**src/rtl/core/kvfs_pkg.sv**
```systemverilog
// Shared types and constants for the key/value field splitter.
// Used by every module in rtl/core; depends on nothing.
package kvfs_pkg;

	localparam int unsigned MAX_KEY   = 64;
	localparam int unsigned MAX_VALUE = 256;

	localparam int unsigned KEY_W  = 9;
	localparam int unsigned VAL_W  = 13;
	localparam int unsigned CHAR_W = 8;

	localparam logic [KEY_W-1:0] KEY_SAT   = '1;
	localparam logic [VAL_W-1:0] VAL_SAT   = '1;
	localparam logic [KEY_W-1:0] KEY_LIMIT = KEY_W'(MAX_KEY - 1);
	localparam logic [VAL_W-1:0] VAL_LIMIT = VAL_W'(MAX_VALUE - 1);

	localparam logic [KEY_W-1:0] KEY_SIZE_RST = KEY_W'(64);
	localparam logic [VAL_W-1:0] VAL_SIZE_RST = VAL_W'(256);

	localparam logic [CHAR_W-1:0] CH_SPACE   = 8'h20;
	localparam logic [CHAR_W-1:0] CH_QUOTE   = 8'h22;
	localparam logic [CHAR_W-1:0] CH_NEWLINE = 8'h0a;

	localparam int unsigned FIFO_DEPTH = 8;
	localparam int unsigned FIFO_AW    = $clog2(FIFO_DEPTH);
	localparam int unsigned FIFO_CW    = $clog2(FIFO_DEPTH + 1);

	typedef enum logic [2:0] {
		PH_CMD      = 3'd0,
		PH_KEY      = 3'd1,
		PH_GAP      = 3'd2,
		PH_QUOTED   = 3'd3,
		PH_UNQUOTED = 3'd4,
		PH_CLOSED   = 3'd5
	} kvfs_phase_t;

	typedef enum logic [1:0] {
		ITEM_KEY    = 2'd0,
		ITEM_VALUE  = 2'd1,
		ITEM_STATUS = 2'd2
	} kvfs_item_type_t;

	typedef enum logic [1:0] {
		ST_OK        = 2'd0,
		ST_PARSE_ERR = 2'd1,
		ST_KEY_LONG  = 2'd2,
		ST_VAL_LONG  = 2'd3
	} kvfs_status_t;

	typedef enum logic [0:0] {
		REG_KEY_SIZE = 1'b0,
		REG_VAL_SIZE = 1'b1
	} kvfs_reg_t;

	typedef struct packed {
		logic [1:0]        item_type;
		logic [CHAR_W-1:0] ch;
		logic [1:0]        status;
		logic              final_res;
	} kvfs_item_t;

	typedef struct packed {
		logic [1:0] count;
		kvfs_item_t item0;
		kvfs_item_t item1;
	} kvfs_push_t;

endpackage

```
**src/rtl/core/kvfs_parse.sv**
```systemverilog
// Phase machine and counters that split one registered byte into result requests.
// Depends on kvfs_pkg.
module kvfs_parse (
	input  logic                         clk,
	input  logic                         arst_n,
	input  logic                         valid_s1,
	input  logic [kvfs_pkg::CHAR_W-1:0]  char_s1,
	input  logic                         eol_s1,
	input  logic [kvfs_pkg::KEY_W-1:0]   key_cap,
	input  logic [kvfs_pkg::VAL_W-1:0]   val_size,
	output kvfs_pkg::kvfs_push_t         push
);
	import kvfs_pkg::*;

	kvfs_phase_t       phase_q, phase_d;
	logic [KEY_W-1:0]  key_cnt_q, key_cnt_d;
	logic [VAL_W-1:0]  val_cnt_q, val_cnt_d;
	logic              nl_q, nl_d;
	logic              kovf_q, kovf_d;
	logic              emit;
	logic [1:0]        byte_type;
	logic [1:0]        st;
	logic [VAL_W-1:0]  len;
	kvfs_item_t        byte_item, st_item;

	always_comb begin
		phase_d   = phase_q;
		key_cnt_d = key_cnt_q;
		val_cnt_d = val_cnt_q;
		nl_d      = nl_q;
		kovf_d    = kovf_q;
		unique case (phase_q)
			PH_CMD: begin
				if (char_s1 == CH_SPACE) phase_d = PH_KEY;
			end
			PH_KEY: begin
				if (char_s1 == CH_SPACE) begin
					kovf_d  = (key_cnt_q >= key_cap) || (key_cnt_q >= KEY_LIMIT);
					phase_d = PH_GAP;
				end else if (key_cnt_q != KEY_SAT) begin
					key_cnt_d = key_cnt_q + KEY_W'(1);
				end
			end
			PH_GAP: begin
				if (char_s1 == CH_QUOTE) begin
					phase_d = PH_QUOTED;
				end else if (char_s1 != CH_SPACE) begin
					phase_d   = PH_UNQUOTED;
					val_cnt_d = VAL_W'(1);
					if (char_s1 == CH_NEWLINE) nl_d = 1'b1;
				end
			end
			PH_QUOTED: begin
				if (char_s1 == CH_QUOTE) begin
					phase_d = PH_CLOSED;
				end else if (val_cnt_q != VAL_SAT) begin
					val_cnt_d = val_cnt_q + VAL_W'(1);
				end
			end
			PH_UNQUOTED: begin
				if (val_cnt_q != VAL_SAT) val_cnt_d = val_cnt_q + VAL_W'(1);
				if (char_s1 == CH_NEWLINE) nl_d = 1'b1;
			end
			default: begin
			end
		endcase
	end

	always_comb begin
		emit      = 1'b0;
		byte_type = ITEM_VALUE;
		unique case (phase_q)
			PH_KEY: begin
				emit      = (char_s1 != CH_SPACE);
				byte_type = ITEM_KEY;
			end
			PH_GAP:      emit = (char_s1 != CH_SPACE) && (char_s1 != CH_QUOTE) &&
			                    (char_s1 != CH_NEWLINE);
			PH_QUOTED:   emit = (char_s1 != CH_QUOTE);
			PH_UNQUOTED: emit = !nl_q && (char_s1 != CH_NEWLINE);
			default:     emit = 1'b0;
		endcase

		len = (val_cnt_d < val_size) ? val_cnt_d : val_size;
		if (phase_d == PH_CMD || phase_d == PH_KEY) begin
			st = ST_PARSE_ERR;
		end else if (kovf_d) begin
			st = ST_KEY_LONG;
		end else if (phase_d == PH_GAP || phase_d == PH_QUOTED) begin
			st = ST_PARSE_ERR;
		end else if (phase_d == PH_CLOSED) begin
			st = ((val_cnt_d >= val_size) || (val_cnt_d >= VAL_LIMIT)) ? ST_VAL_LONG : ST_OK;
		end else begin
			st = (((val_size != '0) && (len >= val_size - VAL_W'(1))) || (len >= VAL_LIMIT))
			     ? ST_VAL_LONG : ST_OK;
		end

		byte_item = '{item_type: byte_type, ch: char_s1, status: ST_OK, final_res: 1'b0};
		st_item   = '{item_type: ITEM_STATUS, ch: '0, status: st, final_res: 1'b1};

		push.item0 = emit ? byte_item : st_item;
		push.item1 = st_item;
		if (!valid_s1) push.count = 2'd0;
		else           push.count = 2'({1'b0, emit} + {1'b0, eol_s1});
	end

	always_ff @(posedge clk or negedge arst_n) begin
		if (!arst_n) begin
			phase_q   <= PH_CMD;
			key_cnt_q <= '0;
			val_cnt_q <= '0;
			nl_q      <= 1'b0;
			kovf_q    <= 1'b0;
		end else if (valid_s1) begin
			if (eol_s1) begin
				phase_q   <= PH_CMD;
				key_cnt_q <= '0;
				val_cnt_q <= '0;
				nl_q      <= 1'b0;
				kovf_q    <= 1'b0;
			end else begin
				phase_q   <= phase_d;
				key_cnt_q <= key_cnt_d;
				val_cnt_q <= val_cnt_d;
				nl_q      <= nl_d;
				kovf_q    <= kovf_d;
			end
		end
	end

endmodule

```
**src/rtl/core/kvfs_res_fifo.sv**
```systemverilog
// Result queue that takes up to two requests per cycle and hands out one.
// Depends on kvfs_pkg.
module kvfs_res_fifo (
	input  logic                         clk,
	input  logic                         arst_n,
	input  kvfs_pkg::kvfs_push_t         push,
	input  logic                         pop,
	output logic                         not_empty,
	output logic [kvfs_pkg::FIFO_CW-1:0] count,
	output kvfs_pkg::kvfs_item_t         head
);
	import kvfs_pkg::*;

	kvfs_item_t          mem_q [FIFO_DEPTH];
	logic [FIFO_AW-1:0]  wr_ptr_q;
	logic [FIFO_AW-1:0]  rd_ptr_q;
	logic [FIFO_CW-1:0]  count_q;
	logic [FIFO_AW-1:0]  wr_ptr_1;

	assign wr_ptr_1  = wr_ptr_q + FIFO_AW'(1);
	assign not_empty = (count_q != '0);
	assign count     = count_q;
	assign head      = mem_q[rd_ptr_q];

	always_ff @(posedge clk) begin
		if (push.count != 2'd0) mem_q[wr_ptr_q] <= push.item0;
		if (push.count == 2'd2) mem_q[wr_ptr_1] <= push.item1;
	end

	always_ff @(posedge clk or negedge arst_n) begin
		if (!arst_n) begin
			wr_ptr_q <= '0;
			rd_ptr_q <= '0;
			count_q  <= '0;
		end else begin
			wr_ptr_q <= wr_ptr_q + FIFO_AW'(push.count);
			if (pop) rd_ptr_q <= rd_ptr_q + FIFO_AW'(1);
			count_q <= count_q + FIFO_CW'(push.count) - FIFO_CW'(pop);
		end
	end

endmodule

```
**src/rtl/core/key_value_field_splitter.sv**
```systemverilog
// Top level of the key/value field splitter: input register, parser and result queue.
// Depends on kvfs_pkg, kvfs_parse and kvfs_res_fifo.
// With an empty result queue, a byte's results pass the input register and then are
// written to the queue together; the second is presented once the first is popped.
// Throughput: one byte per cycle; the input stalls only while the eight-entry result
// queue lacks room for two more results per byte in flight.
// Reset clears the phase machine, counters and queue, and loads the size registers.
module key_value_field_splitter (
	input  logic                        clk,
	input  logic                        arst_n,
	input  logic                        in_valid,
	output logic                        in_stall,
	input  logic [kvfs_pkg::CHAR_W-1:0] char_in,
	input  logic                        end_of_line,
	output logic                        out_valid,
	input  logic                        out_stall,
	output logic [1:0]                  item_type,
	output logic [kvfs_pkg::CHAR_W-1:0] char_out,
	output logic [1:0]                  status,
	output logic                        final_res,
	input  logic                        cfg_valid,
	output logic                        cfg_ready,
	input  logic [0:0]                  cfg_index,
	input  logic [kvfs_pkg::VAL_W-1:0]  cfg_data
);
	import kvfs_pkg::*;

	logic               valid_s1;
	logic [CHAR_W-1:0]  char_s1;
	logic               eol_s1;
	logic [KEY_W-1:0]   key_cap_q;
	logic [VAL_W-1:0]   val_size_q;
	kvfs_push_t         push;
	kvfs_item_t         head;
	logic [FIFO_CW-1:0] fifo_count;
	logic               pop;

	assign cfg_ready = 1'b1;
	assign in_stall  = valid_s1 ? (fifo_count > FIFO_CW'(FIFO_DEPTH - 4))
	                            : (fifo_count > FIFO_CW'(FIFO_DEPTH - 2));
	assign pop       = out_valid && !out_stall;

	always_ff @(posedge clk or negedge arst_n) begin
		if (!arst_n) begin
			key_cap_q  <= KEY_SIZE_RST;
			val_size_q <= VAL_SIZE_RST;
		end else if (cfg_valid && cfg_ready) begin
			unique case (cfg_index)
				REG_KEY_SIZE: key_cap_q <= cfg_data[KEY_W-1:0];
				REG_VAL_SIZE: val_size_q <= cfg_data;
				default: begin
				end
			endcase
		end
	end

	always_ff @(posedge clk or negedge arst_n) begin
		if (!arst_n) begin
			valid_s1 <= 1'b0;
		end else begin
			valid_s1 <= in_valid && !in_stall;
		end
	end

	always_ff @(posedge clk) begin
		if (in_valid && !in_stall) begin
			char_s1 <= char_in;
			eol_s1  <= end_of_line;
		end
	end

	kvfs_parse u_parse (
		.clk      (clk),
		.arst_n   (arst_n),
		.valid_s1 (valid_s1),
		.char_s1  (char_s1),
		.eol_s1   (eol_s1),
		.key_cap  (key_cap_q),
		.val_size (val_size_q),
		.push     (push)
	);

	kvfs_res_fifo u_fifo (
		.clk       (clk),
		.arst_n    (arst_n),
		.push      (push),
		.pop       (pop),
		.not_empty (out_valid),
		.count     (fifo_count),
		.head      (head)
	);

	assign item_type = head.item_type;
	assign char_out  = head.ch;
	assign status    = head.status;
	assign final_res = head.final_res;

endmodule

```
**config.mk**
```make
export PLATFORM = sky130hd
export DESIGN_NAME = key_value_field_splitter
export DESIGN_NICKNAME = d
export VERILOG_FILES = /design/src/rtl/core/kvfs_pkg.sv /design/src/rtl/core/kvfs_parse.sv /design/src/rtl/core/kvfs_res_fifo.sv /design/src/rtl/core/key_value_field_splitter.sv
export SDC_FILE = /design/constraint.sdc
export NUM_CORES = 1
export LEC_CHECK = 0
export BUFFER_PORTS_ARGS = -buffer_cell sky130_fd_sc_hd__buf_4
export CORE_MARGIN = 1.5
export CORE_UTILIZATION = 50
export CTS_BUF_LIST = sky130_fd_sc_hd__clkbuf_8
export DETAILED_ROUTE_END_ITERATION = 16
export PLACE_DENSITY = 0.64
export SLEW_MARGIN = 20
export SYNTH_ARGS = -nofsm -noshare
export SYNTH_HDL_FRONTEND = slang
export SYNTH_SLANG_ARGS = --single-unit
```
**constraint.sdc**
```tcl
create_clock -name clk -period 6.8 [get_ports clk]
set_clock_uncertainty 0.1 [all_clocks]
set_input_delay 1.36 -clock clk [delete_from_list [all_inputs] [get_ports clk]]
set_output_delay 1.36 -clock clk [all_outputs]
set_load 0.02 [all_outputs]
```
==> results_tabular.tex <==
\begin{tabular}{lr}
\hline
Metric & Value \\
\hline
\multicolumn{2}{l}{\textbf{CTS}} \\
CTS Buf Count & 17 \\
Later-pin clock latency in the skew report & 0.46 ns \\
H-Tree Depth & 4 \\
Clock edge transition at the registers on the reported setup and hold paths & 0.09 ns \\
Buffer levels on the longest clock path & 2 \\
Clock sink count & 165 \\
Number of cells upsized or downsized after cts & 0 \\
Cell at the root of the clock tree & sky130\_fd\_sc\_hd\_\_clkbuf\_8 \\
Number of buffers inserted for hold repair after clock tree synthesis & 0 \\
Setup Fix Bufs, Post-CTS & 0 \\
Clock tree from TritonCTS & yes \\
\multicolumn{2}{l}{\textbf{Synthesis}} \\
Synth top area cells & sky130\_fd\_sc\_hd\_\_dfxtp\_1, sky130\_fd\_sc\_hd\_\_dfrtp\_1, sky130\_fd\_sc\_hd\_\_edfxtp\_1, sky130\_fd\_sc\_hd\_\_ha\_1, sky130\_fd\_sc\_hd\_\_mux4\_2 \\
Number of instances in the synthesized netlist & 934 \\
Proportion of netlist area held by the largest area contributor & 17.8\% \\
Synth warn & 0 \\
Number of distinct library cells after synthesis & 80 \\
Total standard cell area after synthesis & 9000 um2 \\
Syn nets & 1014 \\
Number of synthesized flops with an enable pin & 25 \\
Most common flop cell mapped by yosys & sky130\_fd\_sc\_hd\_\_dfxtp\_1 \\
Post-synthesis sequential element count & 165 \\
Share of async-settable or async-resettable flops after synthesis & 36.4\% \\
Yosys top cell by area & sky130\_fd\_sc\_hd\_\_dfxtp\_1 \\
Part of the Yosys area used for sequential elements & 42.8\% \\
Average size of a mapped cell & 9.64 um2 \\
\multicolumn{2}{l}{\textbf{Layout}} \\
Cell area after layout & 9910 um2 \\
Total area of sequential cells & 3860 um2 \\
Number of filler instances in the final layout & 1592 \\
Synthesis-to-finish area growth & 10.1\% \\
Post-layout net count & 1048 \\
Combined area of the multi-input logic cells & 4750 um2 \\
Layout cells sized above 1 & 16.0\% \\
Antenna Diode Count & 0 \\
\multicolumn{2}{l}{\textbf{STA}} \\
Count of final hold-check violations & 0 \\
Aggregate negative setup slack & 0 ns \\
Tcrit/Tclk final & 90.8\% \\
Peak Freq & 0.162 GHz \\
Transition time at the pin with the least slew margin & 0.979 ns \\
RSZ-0062 raised after global routing & false \\
Setup slack of the critical path after layout & 0.627 ns \\
Tmin final & 6.17 ns \\
Post-route worst hold slack & 0.350 ns \\
\# setup viols final & 0 \\
Worst max-slew margin expressed relative to the limit & 34.0\% \\
Pins Over Slew Limit & 0 \\
\multicolumn{2}{l}{\textbf{Global route}} \\
GRT Overall Usage & 24.4\% \\
Antenna violations before repair & 0 \\
Vias in the first global route & 6783 \\
Total grt overflow & 0 \\
First-pass GRT wire length & 34900 um \\
Largest net degree at the start of global routing & 61 \\
\multicolumn{2}{l}{\textbf{Worst setup path}} \\
Largest driver fanout on the critical path & 15 \\
Kind of critical path & reg -> reg \\
Endpoint type of the worst setup path & flop \\
Endpoint required time on the critical path & 6.89 ns \\
Worst Setup Start Kind & flop \\
CP arrival & 6.26 ns \\
\multicolumn{2}{l}{\textbf{Floorplan}} \\
Standard cell core area & 17400 um2 \\
Number of standard-cell rows in the floorplan & 48 \\
Die Footprint & 18800 um2 \\
Boundary Pins & 44 \\
Initial core utilization & 51.7\% \\
Die X-Extent & 137 um \\
Y dimension of the die & 137 um \\
\multicolumn{2}{l}{\textbf{Routing}} \\
DRC violation count after routing & 0 \\
First-pass detailed-route iteration total & 5 \\
Mean routed wirelength per cell & 18.1 um \\
Total wirelength of the detailed-routed design & 21800 um \\
Total number of vias & 7084 \\
ANT nets after route & 0 \\
Average via count per standard cell & 5.87 \\
Detailed Route Iter0 Violations & 280 \\
\multicolumn{2}{l}{\textbf{Pwr}} \\
Peak supply drop & 213 uV \\
Leakage & 0.00422 uW \\
Sum of internal, switching and leakage power & 3410 uW \\
Power per standard cell area & 344 nW/um2 \\
\multicolumn{2}{l}{\textbf{Placement}} \\
Placed instance area & 9500 um2 \\
Port buffer count & 42 \\
Detailed Place HPWL & 16000 um \\
Routability cong. & 0.905 \\
Setup WS pre-CTS & 0.710 ns \\
\multicolumn{2}{l}{\textbf{Hold path}} \\
Min-Delay Path Class & reg -> reg \\
\multicolumn{2}{l}{\textbf{Flow run}} \\
Max-cap viol count & 0 \\
\multicolumn{2}{l}{\textbf{Run status}} \\
Outcome & finished clean \\
\hline
\end{tabular}
## Yosys cell counts (4+ instances only)
master / number
sky130_fd_sc_hd__nand2b_1: 11
sky130_fd_sc_hd__xor2_1: 6
sky130_fd_sc_hd__o22ai_1: 4
sky130_fd_sc_hd__xnor2_1: 16
sky130_fd_sc_hd__nand2_1: 142
sky130_fd_sc_hd__a31oi_1: 8
sky130_fd_sc_hd__o21a_1: 4
sky130_fd_sc_hd__a2111oi_0: 4
sky130_fd_sc_hd__nor2b_1: 5
sky130_fd_sc_hd__inv_1: 64
sky130_fd_sc_hd__nand3_1: 24
sky130_fd_sc_hd__nor3_1: 21
sky130_fd_sc_hd__ha_1: 50
sky130_fd_sc_hd__dfxtp_1: 80
sky130_fd_sc_hd__a21oi_1: 43
sky130_fd_sc_hd__a21o_1: 13
sky130_fd_sc_hd__and2_1: 4
sky130_fd_sc_hd__nand4_1: 7
sky130_fd_sc_hd__clkbuf_1: 24
sky130_fd_sc_hd__buf_1: 4
sky130_fd_sc_hd__o21ai_0: 94
sky130_fd_sc_hd__or3_1: 4
sky130_fd_sc_hd__dfrtp_1: 58
sky130_fd_sc_hd__edfxtp_1: 25
sky130_fd_sc_hd__mux2_2: 29
sky130_fd_sc_hd__a211oi_1: 20
sky130_fd_sc_hd__nor2_1: 48
sky130_fd_sc_hd__and3_1: 7
sky130_fd_sc_hd__a22o_1: 10
sky130_fd_sc_hd__mux4_2: 24
sky130_fd_sc_hd__o2bb2ai_1: 10
## routing by layer
metal	global-route usage, %	vias to the layer above	routed length [um]
met2	40.7	170	10600
met4	8.01	0	390
met3	3.83	36	744
met1	32.5	3437	10100
li1	-	3441	-
met5	0	-	0
## layout by cell type, fill, tap and decap left out, drive strengths merged, types with 4 or more instances in the layout
cell type	netlist	routed
nor3	22	22
and3	7	7
clkinv	1	4
dfxtp	80	80
and2	4	4
clkbuf	24	17
nand2	142	142
a2111oi	4	4
nor2	48	48
a21oi	44	44
edfxtp	25	25
mux4	24	24
inv	64	73
dfrtp	58	58
a211oi	20	20
nor2b	5	5
a21o	13	13
o22ai	4	4
buf	10	49
o211ai	4	4
nand4	9	9
xnor2	16	16
xor2	6	6
a22o	10	10
ha	50	50
mux2	29	29
a31oi	8	8
o2bb2ai	11	11
or3	4	4
o21a	4	4
nand3	24	24
o21ai	95	95
nand2b	11	11
## per-stage QoR
| step | instances | utilization, % |
|---|---|---|
| 6_report | 1206 | 56.9 |
| 5_1_grt | 1206 | 56.9 |
| 4_1_cts | 1206 | 56.9 |
| 3_5_place_dp | 1174 | 54.6 |
| 3_3_place_gp | 1174 | 54.6 |
| 2_1_floorplan | 934 | - |
## path summary, 6_finish.rpt
kind                                       from            endpoint  slack (ns)  cells after the start
max in group asynchronous                arst_n  u_parse.phase_q[0]        5.22                      1
min reg2reg                  u_fifo.mem_q[1][0]  u_fifo.mem_q[1][0]        0.35                      2
min                          u_fifo.mem_q[1][0]  u_fifo.mem_q[1][0]        0.35                      2
max reg2reg                u_parse.val_cnt_q[1]  u_fifo.mem_q[1][2]        0.63                     21
max                        u_parse.val_cnt_q[1]  u_fifo.mem_q[1][2]        0.63                     21
min in group asynchronous                arst_n      val_size_q[11]        0.86                      1
## cell type report
cell class / instances / area share (%)
Multi-Input combinational cell: 670 / 48.0
Tap cell: 225 / 2.84
Clock buffer: 17 / 2.36
Inverter: 65 / 2.46
Timing Repair Buffer: 49 / 3.71
Sequential cell: 165 / 38.9
Clock inverter: 15 / 1.74
## report_power, final
part           total [uW]  switching (uW)  leakage (uW)  internal, uW
sequential           1470             203       0.00166          1260
combinational        1200             666       0.00235           536
clock                 742             404      0.000210           338
total                3410            1270       0.00422          2140
## critical path, stage by stage (launching register included)
cell and delay, ns:
sky130_fd_sc_hd__dfrtp_1 0.43, sky130_fd_sc_hd__ha_1 0.23, sky130_fd_sc_hd__nand3_1 0.33, sky130_fd_sc_hd__or4_4 0.68
sky130_fd_sc_hd__a311oi_1 0.28, sky130_fd_sc_hd__a211o_1 0.23, sky130_fd_sc_hd__ha_1 0.26, sky130_fd_sc_hd__nand2_1 0.09
sky130_fd_sc_hd__nor2_1 0.04, sky130_fd_sc_hd__a211oi_1 0.20, sky130_fd_sc_hd__o21ai_0 0.10, sky130_fd_sc_hd__a211o_1 0.44
sky130_fd_sc_hd__mux2_2 0.36, sky130_fd_sc_hd__ha_1 0.30, sky130_fd_sc_hd__a21o_1 0.18, sky130_fd_sc_hd__a21o_1 0.17
sky130_fd_sc_hd__a221o_1 0.33, sky130_fd_sc_hd__a31oi_1 0.14, sky130_fd_sc_hd__o21a_1 0.12, sky130_fd_sc_hd__o21ai_0 0.26
sky130_fd_sc_hd__nor3b_4 0.45, sky130_fd_sc_hd__a211oi_1 0.14
## kinds of logic (layout without fill, tap and decap cells)
group	Yosys count	count (layout)	synth area share, %
simple gates	297	297	15.8
compound gates	242	242	17.3
flops	165	165	42.8
buf+inv	99	146	4.34
mux	56	56	10.1
fa+ha+maj	52	52	7.40
xor+xnor	22	22	2.14
other cells	1	1	0.0417
## registers in the layout, summed over array words and instances, names as in the netlist
register / flops
u_parse.nl_q: 1
eol_s1: 1
u_fifo.mem_q: 96
u_parse.phase_q: 3
val_size_q: 13
u_fifo.count: 4
u_fifo.wr_ptr_q: 3
key_cap_q: 9
u_parse.val_cnt_q: 13
char_s1: 8
valid_s1: 1
u_parse.key_cnt_q: 9
u_parse.kovf_q: 1
u_fifo.rd_ptr_q: 3
No activity file was read; power rests on OpenSTA's default activity.
